$ cat src/hdl/stream_duplicate_filter_assert.svh
// Assertion macros for the duplicate filter RTL.
// No dependencies; included by stream_duplicate_filter, which carries concurrent checks.
`ifndef STREAM_DUPLICATE_FILTER_ASSERT_SVH
`define STREAM_DUPLICATE_FILTER_ASSERT_SVH

// Check outside reset: disabled while rst_n is low.
`define SDF_ASSERT(label, clk, rst_n, prop, msg) \
	label: assert property (@(posedge clk) disable iff (!rst_n) prop) else $error(msg);

// Check that also holds during reset.
`define SDF_ASSERT_ALWAYS(label, clk, prop, msg) \
	label: assert property (@(posedge clk) prop) else $error(msg);

`endif

$ cat src/hdl/sdf_pkg.sv
// Package for the duplicate filter: data width, default table depth,
// probe word passed along the cell chain, and controller states.
package sdf_pkg;

	localparam int unsigned DATA_W    = 32;
	localparam int unsigned DEPTH_DEF = 64;

	// word that walks the chain, one cell per cycle
	typedef struct packed {
		logic              vld;
		logic [DATA_W-1:0] val;
		logic              hit;
	} probe_t;

	typedef enum logic [1:0] {
		ST_IDLE,
		ST_WALK,
		ST_PEND
	} state_t;

endpackage

$ cat src/hdl/sdf_cell.sv
// One cell of the seen-value chain: holds one table entry, compares it with the
// passing probe and writes the probe value when it is the next free slot.
// Depends on sdf_pkg.
module sdf_cell #(
	parameter int unsigned DEPTH = sdf_pkg::DEPTH_DEF,
	parameter int unsigned IDX   = 0
) (
	input  logic                   clk,
	input  logic                   arst_n,
	input  logic [$clog2(DEPTH+1)-1:0] count,
	input  sdf_pkg::probe_t        probe_in,
	output sdf_pkg::probe_t        probe_out
);

	localparam int unsigned CW = $clog2(DEPTH + 1);

	logic [sdf_pkg::DATA_W-1:0] entry_q;
	logic                       active;
	logic                       match;
	logic                       wr_en;

	always_comb begin
		active = (count > CW'(IDX));
		match  = active && (entry_q == probe_in.val);
		// all earlier cells have been checked once the probe reaches the free slot
		wr_en  = probe_in.vld && !probe_in.hit && (count == CW'(IDX));
	end

	always_ff @(posedge clk or negedge arst_n) begin
		if (!arst_n) begin
			probe_out <= '0;
		end else begin
			probe_out.vld <= probe_in.vld;
			probe_out.val <= probe_in.val;
			probe_out.hit <= probe_in.hit | match;
		end
	end

	always_ff @(posedge clk) begin
		if (wr_en) begin
			entry_q <= probe_in.val;
		end
	end

endmodule

$ cat src/hdl/stream_duplicate_filter.sv
// Channel | signals                                  | role
// --------+------------------------------------------+---------------------------
// in      | in_valid, in_ready, value, end_of_list   | list elements, last flagged
// out     | out_valid, out_ready, value_out, keep,   | one result word per input
//         | end_out, overflow                        | word, same order
//
// An accepted word walks the chain of DEPTH cells, one cell per cycle. When it leaves
// the chain its result is held in the controller, then moves to the output register
// once that is free. The next word can enter only after that move.
// in_ready is high only while the chain is empty; the output register lets the
// next word enter while a result still waits for out_ready.
// A finished result waits in the controller while the output register is full.
// Reset empties the table (seen count zero); no clearing pass is needed.
module stream_duplicate_filter #(
	parameter int unsigned DEPTH = sdf_pkg::DEPTH_DEF
) (
	input  logic        clk,
	input  logic        arst_n,
	input  logic        in_valid,
	output logic        in_ready,
	input  logic signed [31:0] value,
	input  logic        end_of_list,
	output logic        out_valid,
	input  logic        out_ready,
	output logic signed [31:0] value_out,
	output logic        keep,
	output logic        end_out,
	output logic        overflow
);

	`include "stream_duplicate_filter_assert.svh"

	localparam int unsigned CW = $clog2(DEPTH + 1);

	sdf_pkg::probe_t chain [DEPTH+1];
	logic [DEPTH-1:0] vld_vec;

	sdf_pkg::state_t state_q, state_d;
	logic [CW-1:0] count_q;
	logic          last_q;
	logic [31:0]   res_val_q;
	logic          res_keep_q;
	logic          res_ovf_q;
	logic          res_last_q;
	logic          out_valid_q;
	logic [31:0]   out_val_q;
	logic          out_keep_q;
	logic          out_end_q;
	logic          out_ovf_q;

	logic accept;
	logic done;
	logic full;
	logic load_out;

	assign accept = in_valid && in_ready;
	assign done   = chain[DEPTH].vld;
	assign full   = (count_q == CW'(DEPTH));

	always_comb begin
		chain[0].vld = accept;
		chain[0].val = value;
		chain[0].hit = 1'b0;
	end

	for (genvar k = 0; k < DEPTH; k++) begin : g_cell
		sdf_cell #(
			.DEPTH(DEPTH),
			.IDX  (k)
		) u_cell (
			.clk      (clk),
			.arst_n   (arst_n),
			.count    (count_q),
			.probe_in (chain[k]),
			.probe_out(chain[k+1])
		);
		assign vld_vec[k] = chain[k+1].vld;
	end

	always_comb begin
		state_d  = state_q;
		in_ready = 1'b0;
		load_out = 1'b0;
		unique case (state_q)
			sdf_pkg::ST_IDLE: begin
				in_ready = 1'b1;
				if (in_valid) begin
					state_d = sdf_pkg::ST_WALK;
				end
			end
			sdf_pkg::ST_WALK: begin
				if (done) begin
					state_d = sdf_pkg::ST_PEND;
				end
			end
			sdf_pkg::ST_PEND: begin
				if (!out_valid_q || out_ready) begin
					load_out = 1'b1;
					state_d  = sdf_pkg::ST_IDLE;
				end
			end
			default: begin
				state_d = sdf_pkg::ST_IDLE;
			end
		endcase
	end

	always_ff @(posedge clk or negedge arst_n) begin
		if (!arst_n) begin
			state_q     <= sdf_pkg::ST_IDLE;
			count_q     <= '0;
			out_valid_q <= 1'b0;
		end else begin
			state_q <= state_d;
			if (done) begin
				if (last_q) begin
					count_q <= '0;
				end else if (!chain[DEPTH].hit && !full) begin
					count_q <= count_q + CW'(1);
				end
			end
			if (load_out) begin
				out_valid_q <= 1'b1;
			end else if (out_ready) begin
				out_valid_q <= 1'b0;
			end
		end
	end

	always_ff @(posedge clk) begin
		if (accept) begin
			last_q <= end_of_list;
		end
		if (done) begin
			res_val_q  <= chain[DEPTH].val;
			res_keep_q <= !chain[DEPTH].hit;
			res_ovf_q  <= !chain[DEPTH].hit && full;
			res_last_q <= last_q;
		end
		if (load_out) begin
			out_val_q  <= res_val_q;
			out_keep_q <= res_keep_q;
			out_end_q  <= res_last_q;
			out_ovf_q  <= res_ovf_q;
		end
	end

	assign out_valid = out_valid_q;
	assign value_out = signed'(out_val_q);
	assign keep      = out_keep_q;
	assign end_out   = out_end_q;
	assign overflow  = out_ovf_q;

	`SDF_ASSERT(a_count_range, clk, arst_n, count_q <= CW'(DEPTH), "seen count above depth")
	`SDF_ASSERT_ALWAYS(a_one_probe, clk, $onehot0(vld_vec), "more than one word in the chain")
	`SDF_ASSERT(a_idle_empty, clk, arst_n, in_ready |-> !(|vld_vec), "input open with word in chain")
	`SDF_ASSERT(a_ovf_keep, clk, arst_n, (out_valid && overflow) |-> keep, "overflow on dropped word")
	`SDF_ASSERT(a_done_walk, clk, arst_n, done |-> (state_q == sdf_pkg::ST_WALK), "chain exit outside walk")

endmodule

$ cat config.mk
export PLATFORM = sky130hd
export DESIGN_NAME = stream_duplicate_filter
export DESIGN_NICKNAME = d
export VERILOG_FILES = /design/src/hdl/sdf_pkg.sv /design/src/hdl/sdf_cell.sv /design/src/hdl/stream_duplicate_filter.sv
export VERILOG_INCLUDE_DIRS = /design/src /design/src/hdl
export SDC_FILE = /design/constraint.sdc
export NUM_CORES = 2
export LEC_CHECK = 0
export ABC_AREA = 1
export CORE_MARGIN = 2
export CORE_UTILIZATION = 30
export DETAILED_ROUTE_END_ITERATION = 16
export DONT_BUFFER_PORTS = 1
export GPL_TIMING_DRIVEN = 0
export PLACE_DENSITY = 0.41
export SKIP_LAST_GASP = 1
export SYNTH_ARGS = -nofsm -noshare
export SYNTH_HDL_FRONTEND = slang
export SYNTH_SLANG_ARGS = --single-unit
$ cat constraint.sdc
create_clock -name clk -period 13.55 [get_ports clk]
set_input_delay 0.6775 -clock clk [delete_from_list [all_inputs] [get_ports clk]]
set_output_delay 0.6775 -clock clk [all_outputs]
set_load 0.02 [all_outputs]
# After elaboration in Yosys (flattened, before gate mapping)
# Index checks and enable logic that the tools add are counted.
dict set report totals {
  register_bits 4305
  word_cells 807
  in_bits 37
  output_inout_bits 37
}
dict set report op_classes {
  n_mux 11
  n_bitwise 63
  n_reduce_logical 267
  add_sub_neg 1
  n_eq_ne 133
  n_lt_le_gt_ge 64
}
# op count
set op_table {}
lappend op_table {{$eq 32x32->1} 64}
lappend op_table {{$eq 7x6->1 const B} 32}
lappend op_table {{$gt 7x6->1 const B} 32}
lappend op_table {{$logic_and 1x1->1} 194}
lappend op_table {{$eq 7x5->1 const B} 16}
lappend op_table {{$gt 7x5->1 const B} 16}
lappend op_table {{$logic_not 1->1} 66}
lappend op_table {{$or 1x1->1} 63}
lappend op_table {{$eq 7x4->1 const B} 8}
lappend op_table {{$gt 7x4->1 const B} 8}
lappend op_table {{$eq 7x3->1 const B} 4}
lappend op_table {{$gt 7x3->1 const B} 4}
lappend op_table {{$eq 7x2->1 const B} 2}
lappend op_table {{$gt 7x1->1 const B} 2}
lappend op_table {{$gt 7x2->1 const B} 2}
lappend op_table {{$mux 7} 2}
lappend op_table {{$add 7x1->7 const B} 1}
lappend op_table {{$eq 7x1->1 const B} 1}
lappend op_table {{$eq 7x7->1 const B} 1}
lappend op_table {{$logic_not 7->1} 1}
lappend op_table {{$mux 2} 3}
lappend op_table {{$pmux 2 s3} 1}
lappend op_table {{$mux 1} 5}
lappend op_table {{$ne 2x2->1 const B} 2}
lappend op_table {{8 further kinds} 9}

# Depth between registers and ports, before layout
dict set report depth {
  depth_word 5
  depth_mapped 11
  ltp_nobuf 11
}

# Worst setup path before layout
# OpenSTA, ideal clock, no wires.
dict set report synth_path {
  path_type {flip-flop to flip-flop}
  start {register count_q[6]}
  end {register g_cell[30].u_cell.entry_q[0] (netlist name) (enable)}
  n_path_buf 2
  arrival_time_ns 4.063
  setup_time_ns 0.502
  slack_ns 8.985
  t_required_ns 13.048
  period_less_slack_ns 4.565
  path_stages_with_launch 6
  path_cell_list {dfrtp_1 > buf_2 > nor2_1 > buf_2 > nand2_1 > nor4_1}
}
dict set report synth_via {
  elab_chain_len 2
}
# item line_no
set synth_lines {}
lappend synth_lines {{start, declared} stream_duplicate_filter.sv:39} ;# logic [CW-1:0] count_q;
lappend synth_lines {{start signal, assigned} stream_duplicate_filter.sv:119} ;# count_q <= count_q + CW'(1);
lappend synth_lines {{$eq 7x5->1} sdf_cell.sv:26} ;# wr_en = probe_in.vld && !probe_in.hit && (count == CW'(IDX));
lappend synth_lines {{$logic_and 1x1->1} sdf_cell.sv:26}
lappend synth_lines {{named net g_cell[30].u_cell.wr_en} sdf_cell.sv:20} ;# logic wr_en;
lappend synth_lines {{end signal, assigned} sdf_cell.sv:41} ;# entry_q <= probe_in.val;
lappend synth_lines {{end, declared} sdf_cell.sv:17} ;# logic [sdf_pkg::DATA_W-1:0] entry_q;
# The timed path passes the listed nets, and every way through them passes these cells.
# A chain may end at the register's enable or synchronous reset.

==> reports/metrics.cfg <==
[worst_setup_path]
path_max_fanout=207
cp_data_required_time_ns=14.46
path_class=in2async
arrival_ns=5.64
cp-start-kind=primary input
critPathMaxStageDelay_ns=0.76
setup.worst_path.end_class=asynchronous set/reset pin
crit_chain=dlygate4sd3_1 -> buf_16 -> buf_16 -> buf_16 -> buf_16 -> buf_16 -> buf_16
crit_slowest_cell=buf_16
critical_path.most_common_cell=buf_16

[floorplanning]
start_util_pct=30.09
ios=74
fp.dieArea_um2=511700
die_w_um=715.4
die_h_um=715.4
rows=261
core_area_um2=504500

[synthesis]
yosysTopAreaCellShare_pct=41.92
yosysWarnings=0
netlist_area_um2=151800
yosys_most_used_dff=dfrtp_1
yosysUniqueCellTypes=33
yosysTopAreaCell=edfxtp_1
seq_area_frac_synth_pct=77.95
synth_top_cells_by_count=nand2_1 (2633), dfrtp_1 (2186), edfxtp_1 (2119), inv_1 (1332), xnor2_1 (1148)
synth_area_per_cell_um2=13.60
yosysMostFrequentCell=nand2_1
syn_inst=11160
synth_area_leaders=edfxtp_1 (42%), dfrtp_1 (36%), xnor2_1 (6.6%)
syn_nets=11200
async_flop_share_pct=50.78
synth-edff-count=2119
synth-seq-cells=4305

[clocking]
htree_levels=5
clock_sinks=4305
clockBufferDepth=4
clk_latency_ns=1.02
cts-root-buf=clkbuf_16
postCtsSetupBuffers=0
cts_tree=yes
path_clk_slew_ns=0.06
cts_made_buffers=453

[global_routing]
antenna_found_initial=35
grt.total_usage_pct=12.97
first_global_vias=78310
grt_start_max_net_pins=276
grt_pass1_wl_um=507700
gr-total-overflow=0

[sta]
hold_violations=0
fin_skew_ns=0.08517
drv_slew=0
fmax_mhz=211.4
slew_headroom_pct=11.42
tns_ns=0
rsz0062_at_grt=no
setup_viol=0
max_slew.worst_pin.slew_ns=1.329
fin_crit_sh_pct=34.92
fin_crit_ns=4.731

[pwr]
p_leak_nw=71.76
p_per_area_nw_per_um2=154.1
power.net_switching_mw=5.872
ir_drop_uv=118.1
netSwitchingFraction_pct=21.43
seqPwrFrac_pct=52.1
clockPowerShare_pct=46.1
internal-power_mw=21.53
combPwrFrac_pct=1.7

[outcome]
status=complete, no violations

[detailed_routing]
wire_per_inst_um=17.57
via_count=75490
route.detailed.drc=0
dr.pass1.iters=7
viasPerCell=4.004
ant_nets=0
wirelength_um=331200
drtIter0Drc=4833

[run]
maxCapViolCount=0

[finish]
fin_cells=18860
fin_nets=11770
multiInputGateArea_um2=28810
layout.area.seq_um2=118300
drive_gt1_share_pct=7.341
area_growth_pct=17.13
fillers=48340

[place]
dp.final_hpwl_um=231000
gp_congestion=0.7636
port_buffers=0
place_inst=17950

[worst_hold_path]
min_path_type=in2reg

through the flow:
| stage | worst slack (ns) | hold slack [ns] | utilization, % | total power [mW] | cell area [um2] |
|---|---|---|---|---|---|
| 6_report | 8.819 | 0.07525 | 35.24 | 27.41 | 177800 |
| 5_1_grt | 7.966 | 0.06750 | 35.24 | 28.47 | 177800 |
| 4_1_cts | 7.931 | 0.006822 | 35.23 | 27.86 | 177800 |
| 3_5_place_dp | 7.519 | 0.3640 | 32.12 | 15.04 | 162100 |
| 3_3_place_gp | 5.656 | 0.3581 | 31.75 | 14.88 | 160200 |
| 2_1_floorplan | 8.985 | 0.3463 | - | 14.66 | 151800 |
power by group through the flow:
| stage | clock network, mW | logic (mW) | registers (mW) |
|---|---|---|---|
| after detailed placement | 0 | 0.480 | 14.6 |
| after CTS | 13.1 | 0.495 | 14.3 |
| after floorplan | 0 | 0.267 | 14.4 |
| after global placement | 0 | 0.320 | 14.6 |
| final | 12.6 | 0.475 | 14.3 |
| after global routing | 13.6 | 0.559 | 14.3 |
layout make-up:
| cell class | instances | area share, % |
|---|---|---|
| sequential | 4305 | 66.55 |
| multi-input combinational | 5508 | 16.20 |
| clock buffer | 686 | 7.362 |
| tap | 6706 | 4.719 |
| inverter | 1336 | 2.822 |
| clock inverter | 174 | 1.273 |
| timing repair buffer | 119 | 1.006 |
| buffer | 10 | 0.04926 |
| antenna | 11 | 0.01548 |
routing by layer:
layer	wire length, um	up-vias	global-route usage, %	share of wire [%]
met5	27	-	0	0.0082
met4	7521	4	3.094	2.3
met3	13220	500	2.344	4.0
met2	156100	959	21.05	47
met1	154300	37410	18.07	47
li1	-	36620	-	-
registers in the layout, summed over array words and instances (netlist names), 2 cells and up:
| register | flops |
|---|---|
| count_q | 7 |
| g_cell.u_cell.entry_q | 2048 |
| g_cell.u_cell.probe_out | 2176 |
| res_val_q | 32 |
| state_q | 2 |
| value_out | 32 |
worst paths after layout:
kind	from	endpoint	slack (ns)	cells after the start
min	value[2]	g_cell[0].u_cell.probe_out[0]	0.08	5
max	arst_n	g_cell[55].u_cell.probe_out[7]	8.82	7
min in group asynchronous	arst_n	g_cell[32].u_cell.probe_out[11]	0.29	2
max in group clk	count_q[2]	g_cell[54].u_cell.entry_q[25]	9.94	8
max reg2reg	count_q[2]	g_cell[54].u_cell.entry_q[25]	9.94	8
min reg2reg	g_cell[34].u_cell.probe_out[26]	g_cell[35].u_cell.probe_out[26]	0.35	0
logic make-up after synthesis:
logic type,synth area share [%]
xor+xnor,7.858
compound gates,0.5151
flops,77.95
fa+ha+maj,0.03297
buf+inv,3.363
simple gates,10.28
critical path, delay by kind of cell:
kind | cells | cell delay [ns]
buffers and inverters | 7 | 4.04
timing repair:
action / CTS / global route
endpoints found under the hold margin: 210 / 0
endpoints found under the setup margin: 0 / 0
hold buffers: 35 / 0
gates resized for setup: 0 / 0
layout by cell type (no fill, tap or decap), types with 15 or more instances in the layout:
cell	netlist	layout
clkinv_2	0	68
nand4_1	92	92
dfrtp_1	2186	2185
xor2_1	214	214
buf_6	3	25
clkbuf_1	0	145
buf_16	0	17
nand3_1	145	145
bufinv_16	0	36
buf_4	4	17
xnor2_1	1148	1148
clkbuf_16	0	453
clkbuf_8	1	89
o22ai_1	16	16
buf_12	0	29
nor2_4	2	50
o21bai_1	15	15
o21ai_0	89	88
dlygate4sd3_1	0	35
nor3_1	20	15
edfxtp_1	2119	2119
clkinv_1	0	31
inv_1	1332	1332
nand2_1	2633	2633
nor2_1	1060	1011
or2_2	25	25
Power figures use the tool's default switching activity.
